**src/hw/rtl/assert_macros.svh**
```systemverilog
// assertion macros for the rtl files that check themselves
// expects signals named clk and rst in the scope of use
`ifndef ASSERT_MACROS_SVH
`define ASSERT_MACROS_SVH

// same-cycle implication, off while in reset
`define ASSERT_IMPL(lbl, ante, cons, msg) \
  lbl: assert property (@(posedge clk) disable iff (rst) (ante) |-> (cons)) else $error(msg);

// next-cycle implication, off while in reset
`define ASSERT_NEXT(lbl, ante, cons, msg) \
  lbl: assert property (@(posedge clk) disable iff (rst) (ante) |=> (cons)) else $error(msg);

`endif

```
**src/hw/rtl/ppsc_pkg.sv**
```systemverilog
// shared types and constants of the ph probe smoothing and calibration core
// no dependencies
package ppsc_pkg;

  localparam int SAMPLE_W    = 10;   // width of the sample port
  localparam int LEVEL_W     = 14;   // calibration level, unsigned q10.4
  localparam int SPAN_W      = 18;   // level scaled to q10.8
  localparam int PH_W        = 16;
  localparam int MEAN_FRAC   = 8;    // fraction bits of the first mean

  localparam int APB_ADDR_W  = 3;
  localparam int APB_DATA_W  = 32;

  localparam logic REG_PH7   = 1'b0;
  localparam logic REG_PH4   = 1'b1;

  localparam logic [LEVEL_W-1:0] PH7_RESET = 14'd8192;
  localparam logic [LEVEL_W-1:0] PH4_RESET = 14'd4704;

  localparam logic [PH_W-1:0] PH_SEVEN = 16'h0700;
  localparam logic [PH_W-1:0] PH_MAX   = 16'h7FFF;
  localparam logic [PH_W-1:0] PH_MIN   = 16'h8000;

  localparam int QUEUE_DEPTH = 2;
  localparam int QPTR_W      = 1;
  localparam int QCNT_W      = 2;

  typedef struct packed {
    logic busy;
    logic done;
  } div_stat_t;

endpackage

```
**src/hw/rtl/ph_probe_smoothing_and_calibration_core.sv**
```systemverilog
// top level: configuration port, sample queue, averaging and calibration back end
// depends on ppsc_pkg, ppsc_front, ppsc_divider, ppsc_back and assert_macros.svh

// Each 10-bit sample goes through a moving average over RAW_WINDOW samples and a
// second one over AVG_WINDOW means, both averaging over what they hold while
// filling, and yields one result: pH in signed Q8.8 from the two calibration
// levels, saturated, with calibration_bad set and pH 7.0 when the levels match.
// Most of the work on a sample is done in the single shared one-bit-per-cycle
// divider, which is used for the two means and the calibration quotient in
// turn. A two-item queue in front takes samples while the back end works, and
// a result waiting at the output does not stop the next sample from being
// worked on up to the output state, where it waits for the result register.
// No clearing pass after reset. Calibration levels are written over the APB
// port at 0x0 (pH 7) and 0x4 (pH 4) and should only change while no sample
// is in flight.
`include "assert_macros.svh"

module ph_probe_smoothing_and_calibration_core #(
  parameter int RAW_WINDOW = 30,
  parameter int AVG_WINDOW = 15,
  parameter int ADC_BITS   = 10
) (
  input  logic                              clk,
  input  logic                              rst,
  input  logic                              psel,
  input  logic                              penable,
  input  logic                              pwrite,
  input  logic [ppsc_pkg::APB_ADDR_W-1:0]   paddr,
  input  logic [ppsc_pkg::APB_DATA_W-1:0]   pwdata,
  output logic [ppsc_pkg::APB_DATA_W-1:0]   prdata,
  output logic                              pready,
  input  logic [ppsc_pkg::SAMPLE_W-1:0]     adc_sample,
  input  logic                              sample_valid,
  output logic                              sample_ready,
  output logic signed [ppsc_pkg::PH_W-1:0]  ph_value,
  output logic                              calibration_bad,
  output logic                              result_valid,
  input  logic                              result_ready
);

  localparam int MEAN_W = ADC_BITS + ppsc_pkg::MEAN_FRAC;
  localparam int CMP_W  = (MEAN_W > ppsc_pkg::SPAN_W) ? MEAN_W : ppsc_pkg::SPAN_W;
  localparam int DIV_W  = CMP_W + 12;
  localparam int CNT_W  = $clog2(DIV_W + 1);

  logic [ppsc_pkg::LEVEL_W-1:0] ph7_level;
  logic [ppsc_pkg::LEVEL_W-1:0] ph4_level;
  logic                         cfg_wr;

  logic                         q_valid;
  logic [ADC_BITS-1:0]          q_data;
  logic                         q_pop;

  logic                         div_start;
  logic [DIV_W-1:0]             div_num;
  logic [ppsc_pkg::SPAN_W-1:0]  div_den;
  logic [CNT_W-1:0]             div_iters;
  ppsc_pkg::div_stat_t          div_stat;
  logic [DIV_W-1:0]             div_quo;

  assign pready = 1'b1;
  assign cfg_wr = psel && penable && pwrite && pready;

  always_ff @(posedge clk) begin
    if (rst) begin
      ph7_level <= ppsc_pkg::PH7_RESET;
      ph4_level <= ppsc_pkg::PH4_RESET;
    end else if (cfg_wr) begin
      unique case (paddr[2])
        ppsc_pkg::REG_PH7: ph7_level <= pwdata[ppsc_pkg::LEVEL_W-1:0];
        ppsc_pkg::REG_PH4: ph4_level <= pwdata[ppsc_pkg::LEVEL_W-1:0];
      endcase
    end
  end

  always_comb begin
    unique case (paddr[2])
      ppsc_pkg::REG_PH7: prdata = ppsc_pkg::APB_DATA_W'(ph7_level);
      ppsc_pkg::REG_PH4: prdata = ppsc_pkg::APB_DATA_W'(ph4_level);
    endcase
  end

  ppsc_front #(
    .ADC_BITS (ADC_BITS)
  ) u_front (
    .clk          (clk),
    .rst          (rst),
    .adc_sample   (adc_sample),
    .sample_valid (sample_valid),
    .sample_ready (sample_ready),
    .q_valid      (q_valid),
    .q_data       (q_data),
    .q_pop        (q_pop)
  );

  ppsc_divider #(
    .DIV_W (DIV_W),
    .DEN_W (ppsc_pkg::SPAN_W)
  ) u_divider (
    .clk   (clk),
    .rst   (rst),
    .start (div_start),
    .num   (div_num),
    .den   (div_den),
    .iters (div_iters),
    .stat  (div_stat),
    .quo   (div_quo)
  );

  ppsc_back #(
    .RAW_WINDOW (RAW_WINDOW),
    .AVG_WINDOW (AVG_WINDOW),
    .ADC_BITS   (ADC_BITS),
    .DIV_W      (DIV_W)
  ) u_back (
    .clk             (clk),
    .rst             (rst),
    .q_valid         (q_valid),
    .q_data          (q_data),
    .q_pop           (q_pop),
    .ph7_level       (ph7_level),
    .ph4_level       (ph4_level),
    .div_start       (div_start),
    .div_num         (div_num),
    .div_den         (div_den),
    .div_iters       (div_iters),
    .div_stat        (div_stat),
    .div_quo         (div_quo),
    .ph_value        (ph_value),
    .calibration_bad (calibration_bad),
    .result_valid    (result_valid),
    .result_ready    (result_ready)
  );

  // back end never takes from an empty queue
  `ASSERT_IMPL(a_pop_nonempty, q_pop, q_valid, "item taken from empty queue")
  // divider is never restarted in the middle of a division
  `ASSERT_IMPL(a_start_idle, div_start, !div_stat.busy, "divider restarted while busy")
  // a start always leaves the divider working in the next cycle
  `ASSERT_NEXT(a_start_busy, div_start, div_stat.busy, "divider did not start")
  // equal levels always give pH seven
  `ASSERT_IMPL(a_bad_seven, result_valid && calibration_bad, ph_value == ppsc_pkg::PH_SEVEN, "bad calibration without pH seven")

endmodule

```
**src/hw/rtl/ppsc_front.sv**
```systemverilog
// front end: takes samples, keeps the converter bits in use, queues them
// depends on ppsc_pkg
module ppsc_front #(
  parameter int ADC_BITS = 10
) (
  input  logic                          clk,
  input  logic                          rst,
  input  logic [ppsc_pkg::SAMPLE_W-1:0] adc_sample,
  input  logic                          sample_valid,
  output logic                          sample_ready,
  output logic                          q_valid,
  output logic [ADC_BITS-1:0]           q_data,
  input  logic                          q_pop
);

  logic [ADC_BITS-1:0]             entries [ppsc_pkg::QUEUE_DEPTH];
  logic [ppsc_pkg::QPTR_W-1:0]     wr_ptr;
  logic [ppsc_pkg::QPTR_W-1:0]     rd_ptr;
  logic [ppsc_pkg::QCNT_W-1:0]     count;
  logic [ADC_BITS-1:0]             masked;
  logic                            push;

  // keep the low converter bits, zero above them
  assign masked       = ADC_BITS'(adc_sample);
  assign sample_ready = (count != ppsc_pkg::QCNT_W'(ppsc_pkg::QUEUE_DEPTH));
  assign push         = sample_valid && sample_ready;
  assign q_valid      = (count != '0);
  assign q_data       = entries[rd_ptr];

  always_ff @(posedge clk) begin
    if (push) begin
      entries[wr_ptr] <= masked;
    end
  end

  always_ff @(posedge clk) begin
    if (rst) begin
      wr_ptr <= '0;
      rd_ptr <= '0;
      count  <= '0;
    end else begin
      if (push) begin
        wr_ptr <= wr_ptr + 1'b1;
      end
      if (q_pop) begin
        rd_ptr <= rd_ptr + 1'b1;
      end
      if (push && !q_pop) begin
        count <= count + 1'b1;
      end else if (q_pop && !push) begin
        count <= count - 1'b1;
      end
    end
  end

endmodule

```
**src/hw/rtl/ppsc_divider.sv**
```systemverilog
// shared restoring divider, one quotient bit per cycle
// numerator comes left aligned, iters gives the number of steps; depends on ppsc_pkg
module ppsc_divider #(
  parameter int DIV_W = 30,
  parameter int DEN_W = 18
) (
  input  logic                       clk,
  input  logic                       rst,
  input  logic                       start,
  input  logic [DIV_W-1:0]           num,
  input  logic [DEN_W-1:0]           den,
  input  logic [$clog2(DIV_W+1)-1:0] iters,
  output ppsc_pkg::div_stat_t        stat,
  output logic [DIV_W-1:0]           quo
);

  localparam int CNT_W = $clog2(DIV_W+1);

  logic [DEN_W-1:0] rem;
  logic [DEN_W-1:0] den_r;
  logic [CNT_W-1:0] cnt;
  logic [DEN_W:0]   trial;
  logic [DEN_W:0]   trial_sub;
  logic             fits;

  assign trial     = {rem, quo[DIV_W-1]};
  assign trial_sub = trial - {1'b0, den_r};
  assign fits      = (trial >= {1'b0, den_r});

  always_ff @(posedge clk) begin
    if (rst) begin
      stat.busy <= 1'b0;
      stat.done <= 1'b0;
    end else begin
      stat.done <= 1'b0;
      if (start) begin
        quo       <= num;
        rem       <= '0;
        den_r     <= den;
        cnt       <= iters;
        stat.busy <= 1'b1;
      end else if (stat.busy) begin
        rem <= fits ? trial_sub[DEN_W-1:0] : trial[DEN_W-1:0];
        quo <= {quo[DIV_W-2:0], fits};
        cnt <= cnt - 1'b1;
        if (cnt == CNT_W'(1)) begin
          stat.busy <= 1'b0;
          stat.done <= 1'b1;
        end
      end
    end
  end

endmodule

```
**src/hw/rtl/ppsc_back.sv**
```systemverilog
// back end: both moving averages, two-point calibration and the result register
// depends on ppsc_pkg and drives the shared ppsc_divider
module ppsc_back #(
  parameter int RAW_WINDOW = 30,
  parameter int AVG_WINDOW = 15,
  parameter int ADC_BITS   = 10,
  parameter int DIV_W      = 30
) (
  input  logic                              clk,
  input  logic                              rst,
  input  logic                              q_valid,
  input  logic [ADC_BITS-1:0]               q_data,
  output logic                              q_pop,
  input  logic [ppsc_pkg::LEVEL_W-1:0]      ph7_level,
  input  logic [ppsc_pkg::LEVEL_W-1:0]      ph4_level,
  output logic                              div_start,
  output logic [DIV_W-1:0]                  div_num,
  output logic [ppsc_pkg::SPAN_W-1:0]       div_den,
  output logic [$clog2(DIV_W+1)-1:0]        div_iters,
  input  ppsc_pkg::div_stat_t               div_stat,
  input  logic [DIV_W-1:0]                  div_quo,
  output logic signed [ppsc_pkg::PH_W-1:0]  ph_value,
  output logic                              calibration_bad,
  output logic                              result_valid,
  input  logic                              result_ready
);

  localparam int SPAN_W     = ppsc_pkg::SPAN_W;
  localparam int PH_W       = ppsc_pkg::PH_W;
  localparam int MEAN_W     = ADC_BITS + ppsc_pkg::MEAN_FRAC;
  localparam int RAW_SUM_W  = $clog2(RAW_WINDOW * ((1 << ADC_BITS) - 1) + 1);
  localparam int AVG_SUM_W  = $clog2(AVG_WINDOW * ((1 << MEAN_W) - 1) + 1);
  localparam int RAW_FILL_W = $clog2(RAW_WINDOW + 1);
  localparam int AVG_FILL_W = $clog2(AVG_WINDOW + 1);
  localparam int RAW_SLOT_W = (RAW_WINDOW > 1) ? $clog2(RAW_WINDOW) : 1;
  localparam int AVG_SLOT_W = (AVG_WINDOW > 1) ? $clog2(AVG_WINDOW) : 1;
  localparam int CMP_W      = (MEAN_W > SPAN_W) ? MEAN_W : SPAN_W;
  localparam int NUM_MAG_W  = CMP_W + 12;
  localparam int CNT_W      = $clog2(DIV_W + 1);
  localparam int N1         = RAW_SUM_W + ppsc_pkg::MEAN_FRAC;
  localparam int N2         = AVG_SUM_W;
  localparam int N3         = NUM_MAG_W;

  typedef enum logic [9:0] {
    S_IDLE    = 10'b0000000001,
    S_RAW_UPD = 10'b0000000010,
    S_DIV1    = 10'b0000000100,
    S_AVG_UPD = 10'b0000001000,
    S_DIV2    = 10'b0000010000,
    S_CAL     = 10'b0000100000,
    S_NUM     = 10'b0001000000,
    S_START3  = 10'b0010000000,
    S_DIV3    = 10'b0100000000,
    S_OUT     = 10'b1000000000
  } state_t;

  state_t state;

  logic [ADC_BITS-1:0]   raw_ring [RAW_WINDOW];
  logic [MEAN_W-1:0]     avg_ring [AVG_WINDOW];
  logic [ADC_BITS-1:0]   raw_rdata;
  logic [MEAN_W-1:0]     avg_rdata;

  logic [RAW_SUM_W-1:0]  raw_sum;
  logic [RAW_FILL_W-1:0] raw_fill;
  logic [RAW_SLOT_W-1:0] raw_slot;
  logic [AVG_SUM_W-1:0]  avg_sum;
  logic [AVG_FILL_W-1:0] avg_fill;
  logic [AVG_SLOT_W-1:0] avg_slot;

  logic [ADC_BITS-1:0]   sample;
  logic [MEAN_W-1:0]     mean;
  logic [MEAN_W-1:0]     avg2;
  logic signed [SPAN_W:0]    span_r;
  logic signed [CMP_W:0]     diff_r;
  logic signed [NUM_MAG_W:0] num_r;
  logic                  bad_r;
  logic                  neg_r;

  logic                  raw_full;
  logic                  avg_full;
  logic [RAW_SUM_W-1:0]  raw_sum_next;
  logic [RAW_FILL_W-1:0] raw_fill_next;
  logic [RAW_SLOT_W-1:0] raw_slot_next;
  logic [AVG_SUM_W-1:0]  avg_sum_next;
  logic [AVG_FILL_W-1:0] avg_fill_next;
  logic [AVG_SLOT_W-1:0] avg_slot_next;
  logic signed [NUM_MAG_W:0] span_x;
  logic signed [NUM_MAG_W:0] diff_x;
  logic signed [NUM_MAG_W:0] num_neg;
  logic signed [SPAN_W:0]    span_neg;
  logic [PH_W-1:0]       ph_sat;

  assign raw_full      = (raw_fill == RAW_FILL_W'(RAW_WINDOW));
  assign avg_full      = (avg_fill == AVG_FILL_W'(AVG_WINDOW));
  assign raw_sum_next  = raw_sum + RAW_SUM_W'(sample)
                         - (raw_full ? RAW_SUM_W'(raw_rdata) : '0);
  assign avg_sum_next  = avg_sum + AVG_SUM_W'(mean)
                         - (avg_full ? AVG_SUM_W'(avg_rdata) : '0);
  assign raw_fill_next = raw_full ? raw_fill : raw_fill + 1'b1;
  assign avg_fill_next = avg_full ? avg_fill : avg_fill + 1'b1;
  assign raw_slot_next = (raw_slot == RAW_SLOT_W'(RAW_WINDOW - 1)) ? '0 : raw_slot + 1'b1;
  assign avg_slot_next = (avg_slot == AVG_SLOT_W'(AVG_WINDOW - 1)) ? '0 : avg_slot + 1'b1;

  // 1792 = 2048 - 256 and 768 = 512 + 256
  assign span_x   = (NUM_MAG_W+1)'(span_r);
  assign diff_x   = (NUM_MAG_W+1)'(diff_r);
  assign num_neg  = -num_r;
  assign span_neg = -span_r;

  assign q_pop = (state == S_IDLE) && q_valid;

  // divider requests: mean of raw window, mean of averages, calibration quotient
  always_comb begin
    div_start = 1'b0;
    div_num   = '0;
    div_den   = '0;
    div_iters = '0;
    if (state == S_RAW_UPD) begin
      div_start = 1'b1;
      div_num   = DIV_W'({raw_sum_next, {ppsc_pkg::MEAN_FRAC{1'b0}}}) << (DIV_W - N1);
      div_den   = SPAN_W'(raw_fill_next);
      div_iters = CNT_W'(N1);
    end else if (state == S_AVG_UPD) begin
      div_start = 1'b1;
      div_num   = DIV_W'(avg_sum_next) << (DIV_W - N2);
      div_den   = SPAN_W'(avg_fill_next);
      div_iters = CNT_W'(N2);
    end else if (state == S_START3) begin
      div_start = 1'b1;
      div_num   = DIV_W'(num_r[NUM_MAG_W] ? num_neg[NUM_MAG_W-1:0] : num_r[NUM_MAG_W-1:0]);
      div_den   = span_r[SPAN_W] ? span_neg[SPAN_W-1:0] : span_r[SPAN_W-1:0];
      div_iters = CNT_W'(N3);
    end
  end

  // pH seven for equal levels, else sign back on and clamp to the q8.8 range
  always_comb begin
    if (bad_r) begin
      ph_sat = ppsc_pkg::PH_SEVEN;
    end else if (!neg_r) begin
      ph_sat = (div_quo > DIV_W'(32767)) ? ppsc_pkg::PH_MAX : div_quo[PH_W-1:0];
    end else begin
      ph_sat = (div_quo > DIV_W'(32768)) ? ppsc_pkg::PH_MIN : (~div_quo[PH_W-1:0] + 1'b1);
    end
  end

  always_ff @(posedge clk) begin
    if (state == S_IDLE) begin
      raw_rdata <= raw_ring[raw_slot];
    end
    if (state == S_RAW_UPD) begin
      raw_ring[raw_slot] <= sample;
    end
  end

  always_ff @(posedge clk) begin
    if (state == S_DIV1) begin
      avg_rdata <= avg_ring[avg_slot];
    end
    if (state == S_AVG_UPD) begin
      avg_ring[avg_slot] <= mean;
    end
  end

  always_ff @(posedge clk) begin
    if (rst) begin
      state        <= S_IDLE;
      raw_sum      <= '0;
      raw_fill     <= '0;
      raw_slot     <= '0;
      avg_sum      <= '0;
      avg_fill     <= '0;
      avg_slot     <= '0;
      result_valid <= 1'b0;
    end else begin
      // the output state reloads the result register on its own
      if (result_valid && result_ready && (state != S_OUT)) begin
        result_valid <= 1'b0;
      end
      unique case (state)
        S_IDLE: begin
          if (q_valid) begin
            sample <= q_data;
            state  <= S_RAW_UPD;
          end
        end
        S_RAW_UPD: begin
          raw_sum  <= raw_sum_next;
          raw_fill <= raw_fill_next;
          raw_slot <= raw_slot_next;
          state    <= S_DIV1;
        end
        S_DIV1: begin
          if (div_stat.done) begin
            mean  <= div_quo[MEAN_W-1:0];
            state <= S_AVG_UPD;
          end
        end
        S_AVG_UPD: begin
          avg_sum  <= avg_sum_next;
          avg_fill <= avg_fill_next;
          avg_slot <= avg_slot_next;
          state    <= S_DIV2;
        end
        S_DIV2: begin
          if (div_stat.done) begin
            avg2  <= div_quo[MEAN_W-1:0];
            state <= S_CAL;
          end
        end
        S_CAL: begin
          span_r <= signed'({1'b0, ph7_level, 4'b0000}) - signed'({1'b0, ph4_level, 4'b0000});
          diff_r <= signed'((CMP_W+1)'({ph7_level, 4'b0000})) - signed'((CMP_W+1)'(avg2));
          bad_r  <= (ph7_level == ph4_level);
          state  <= (ph7_level == ph4_level) ? S_OUT : S_NUM;
        end
        S_NUM: begin
          num_r <= (span_x <<< 11) - (span_x <<< 8) - (diff_x <<< 9) - (diff_x <<< 8);
          state <= S_START3;
        end
        S_START3: begin
          neg_r <= num_r[NUM_MAG_W] ^ span_r[SPAN_W];
          state <= S_DIV3;
        end
        S_DIV3: begin
          if (div_stat.done) begin
            state <= S_OUT;
          end
        end
        S_OUT: begin
          if (!result_valid || result_ready) begin
            result_valid    <= 1'b1;
            ph_value        <= ph_sat;
            calibration_bad <= bad_r;
            state           <= S_IDLE;
          end
        end
        default: begin
          state <= S_IDLE;
        end
      endcase
    end
  end

endmodule
```
**config.mk**
```make
export PLATFORM = sky130hd
export DESIGN_NAME = ph_probe_smoothing_and_calibration_core
export DESIGN_NICKNAME = d
export VERILOG_FILES = /design/src/hw/rtl/ppsc_pkg.sv /design/src/hw/rtl/ph_probe_smoothing_and_calibration_core.sv /design/src/hw/rtl/ppsc_front.sv /design/src/hw/rtl/ppsc_divider.sv /design/src/hw/rtl/ppsc_back.sv
export VERILOG_INCLUDE_DIRS = /design/src /design/src/hw/rtl
export SDC_FILE = /design/constraint.sdc
export NUM_CORES = 1
export LEC_CHECK = 0
export ABC_CLOCK_PERIOD_IN_PS = 5100
export BUFFER_PORTS_ARGS = -buffer_cell sky130_fd_sc_hd__buf_2
export CORE_MARGIN = 1
export CORE_UTILIZATION = 45
export DETAILED_ROUTE_END_ITERATION = 12
export GPL_TIMING_DRIVEN = 0
export PLACE_DENSITY_LB_ADDON = 0.3
export SLEW_MARGIN = 20
export SYNTH_ARGS = -nofsm -noshare
export SYNTH_HDL_FRONTEND = slang
export SYNTH_SLANG_ARGS = --single-unit
```
**constraint.sdc**
```tcl
create_clock -name clk -period 5.1 [get_ports clk]
set_input_delay 0.51 -clock clk [delete_from_list [all_inputs] [get_ports clk]]
set_output_delay 0.51 -clock clk [all_outputs]
set_load 0.005 [all_outputs]
```
==> results.txt <==
----------------------------------------------------
[Placement]
  GP Congestion ... 0.8787
  Number of placed instances with taps included ... roughly 4,500
  Detailed placer's ending HPWL ... 70,710 microns
  Post-Place Setup Slack ... approximately 0.30 ns
  IO buf count ... 63

[STA]
  Max Clock Freq ... around 220 MHz
  Rel. slew slack ... 0.2853
  Final critical-path share of the clock period ... 0.9081
  Unrepaired setup endpoints after global routing ... no
  Final setup vio count ... 0
  Fin. max-slew vios ... 0
  Hold Fails Final Rpt ... 0
  Clock skew ... approximately 0.055 ns
  Final Worst Setup Slack ... between 0.4 and 0.5 ns
  Minimum period implied by the final worst setup slack ... 4.631 ns
  Worst-margin pin slew ... 1.072 ns

[Clock network]
  Clock buffer depth ... 3
  Later-pin clock latency in the skew report ... between 0.6 and 0.7 ns
  Register clock-pin slew on the reported worst setup and hold paths ... 0.06 ns
  Cell chosen for the clock root ... clkbuf_16
  Number of buffers added by the clock tree synthesis step ... 93
  Clock sinks ... 911
  CTS tree ... yes
  H-tree levels ... 3

[Yosys]
  Fraction of registers with async set/reset ... 0
  Cell Area, Synth ... around 42,000 sq um
  Flip-flop and latch count after synthesis ... a little over 900
  Count of flip-flops with a built-in enable after synthesis ... 811
  Area fraction of the dominant cell type after synthesis ... 0.5733
  Syn Area/Cell ... 13.76 sq um
  Number of synthesis warnings ... 0
  Top_reg_cell synth ... edfxtp_1
  Sequential cell area fraction in the yosys report ... 0.6205
  Most area-hungry cell type in the Yosys netlist ... edfxtp_1
  Area contributors post-synth ... edfxtp_1 57%, mux4_2 7.5%, dfxtp_1 4.7%, ha_1 3.8%, fa_1 2.8%
  Count of different cell masters after synthesis ... 79
  Post-Syn Instances ... about 3,000

[Worst setup path]
  Beginning of the worst register-to-register path ... u_back.avg_fill[0]
  Critical path arrival ... 4.99 ns
  Critical Path Source Type ... flop
  Largest fanout of any net on the critical path ... 10
  Element type at the critical path end ... flop
  WS Path Type ... reg -> reg
  Source of the critical timing path ... u_back.avg_fill[0]
  Critical path data required time ... 5.46 ns

[Power]
  Leakage ... about 17 nW
  Power Total ... roughly 0.017 W
  Worst VDD drop ... roughly 0.00048 V
  Power density over the cells ... roughly 350 nW/um^2

[GRT]
  GRT Overall Usage ... 0.2111
  First-pass GRT wire length ... ~150,000 microns
  Pin count of the biggest net entering global routing ... 32
  Vias in the first global route ... 24,990
  Number of antenna violations at the first check in global routing ... 2
  Total global routing overflow ... 0

[Drt]
  Via density per instance ... 5.495
  Total length of routed wires ... 100,200 microns
  Wirelength per Cell ... 21.61 microns
  Number of DRC violations after detailed-routing iteration 0 ... 2,313
  Remaining routing DRC violations ... 0
  Total via count after detailed routing ... 25,460
  Number of antenna-violating nets in the routed design ... 0
  First-pass iteration count of the detailed router ... 6

[Floorplan]
  Core Box Area ... just over 90,000 sq um
  Number of standard-cell rows in the floorplan ... 112
  Boundary pin count ... 104
  Die outline area ... 95,620 sq um
  Starting Density ... 0.4544
  Die Y-Extent ... just over 300 microns
  DIE WIDTH ... roughly 310 microns

[Finish]
  Layout cell share with drive strength beyond 1 ... 0.1444
  Count of filler cells inserted in the layout ... a little under 8,000
  Area overhead of the layout relative to synthesis ... 13.12%
  Number of nets in the finished design ... 3,542
  Number of cells in the finished layout apart from fillers ... 4,634
  Most frequent standard cell in the layout excluding fill and tap cells ... edfxtp_1
  Leading cell types in the layout, fill and taps excluded ... 811 x edfxtp_1, 270 x inv_1, 243 x nand2_1, 182 x nor2_1, 155 x a21oi_1

[Min path]
  Hold path start ... adc_sample[7]
  Type of the worst min-delay path ... in -> reg

[Outcome]
  Outcome ... finished clean

[Job]
  Max-capacitance violation count ... 0

----------------------------------------------------
final timing paths:
kind	end	slack [ns]	cells after the start
setup / recovery	u_divider.quo[28]	0.47	15
hold / removal	u_front.entries[1][7]	0.04	1
setup reg to reg	u_divider.quo[28]	0.47	15
hold reg to reg	u_back.avg_sum[4]	0.46	2
timing repair:
| action | in CTS | in global routing |
|---|---|---|
| hold buffers | 1 | 0 |
| buffers inserted | 0 | 0 |
| endpoints found under the hold margin | 2 | 0 |
| gates resized for setup | 0 | 1 |
| endpoints found under the setup margin | 0 | 1 |
cell families after synthesis:
kind of cell	count (synthesis)	share of synthesized area
AO/OA/AOI/OAI	470	0.06863
XOR/XNOR	121	0.02495
adder cells (fa/ha/maj)	188	0.06581
buffers and inverters	401	0.03741
flip-flops	911	0.6205
multiplexers	214	0.09294
other	2	0.0001768
AND/OR/NAND/NOR	780	0.08961
per-layer routing:
metal | global-route usage | share of wire
met5 | 0 | 0.000080
met4 | 0.05515 | 0.022
met3 | 0.03682 | 0.067
met2 | 0.3499 | 0.49
met1 | 0.2880 | 0.43
registers in the layout, indices dropped and copies added (netlist names), 15 cells and up:
signal / count
u_back.num_r: 23
u_back.span_r: 15
u_back.raw_ring: 300
u_back.avg_rdata: 18
u_back.mean: 18
u_back.raw_sum: 15
u_back.ph_value: 16
u_back.avg_sum: 22
u_back.diff_r: 19
u_back.avg_ring: 270
u_back.avg2: 18
u_divider.quo: 30
u_divider.den_r: 18
u_front.entries: 20
u_divider.rem: 18
critical path, stage by stage, from the launching register on:
cell	delay (ns)
dfxtp_1	0.40
ha_1	0.25
and3_1	0.22
clkbuf_1	0.38
and2_1	0.23
fa_1	0.47
fa_1	0.46
nor2b_1	0.18
o21a_1	0.15
o21ai_0	0.14
a21oi_1	0.30
o21ai_0	0.26
a31o_2	0.28
o21ai_0	0.21
mux2i_1	0.29
nand3_1	0.10
per-stage QoR:
| stage | utilization | hold WS (ns) | area, sq um | TNS (ns) |
|---|---|---|---|---|
| final | 0.5141 | 0.04026 | 48050 | 0 |
| after detailed placement | 0.4827 | 0.4503 | 45120 | 0 |
| after global routing | 0.5140 | 0.01641 | 48050 | 0 |
| after CTS | 0.5138 | 0.009389 | 48020 | 0 |
| after global placement | 0.4753 | 0.4434 | 44420 | -85.18 |
| after floorplan | - | 0.4363 | 42540 | 0 |
final cells by class:
type	instances	area, sq um	share of cell area
inverters	270	1013	0.02109
plain buffers	131	578.1	0.01203
repair buffers	103	874.6	0.01820
clock buffers	126	2545	0.05297
flip-flops and latches	911	26360	0.5485
diodes	1	2.502	0.00005208
multi-input cells	1792	14760	0.3073
clock inverters	46	346.6	0.007213
well taps	1254	1569	0.03265
cells in the mapped netlist, types with 14 or more instances:
| cell type | number |
|---|---|
| edfxtp_1 | 811 |
| inv_1 | 270 |
| nand2_1 | 243 |
| nor2_1 | 197 |
| a21oi_1 | 155 |
| mux4_2 | 142 |
| ha_1 | 129 |
| o21ai_0 | 109 |
| dfxtp_1 | 100 |
| clkbuf_1 | 92 |
| xnor2_1 | 85 |
| fa_1 | 59 |
| nand3_1 | 57 |
| mux2i_1 | 49 |
| and2_1 | 40 |
| nand2b_1 | 37 |
| xor2_1 | 36 |
| nor3_1 | 34 |
| nand4_1 | 31 |
| a21o_1 | 30 |
| nor2b_1 | 26 |
| a211oi_1 | 25 |
| mux2_2 | 23 |
| or3_1 | 22 |
| buf_4 | 19 |
| o211ai_1 | 19 |
| o21a_1 | 18 |
| and3_1 | 17 |
| a31oi_1 | 14 |
report_power, final:
group | internal, W | total, W | switching, W
clock network | 0.00357 | 0.00646 | 0.00289
registers | 0.00844 | 0.00864 | 0.000195
logic | 0.000630 | 0.00154 | 0.000913
(Power assumes the default switching activity.)
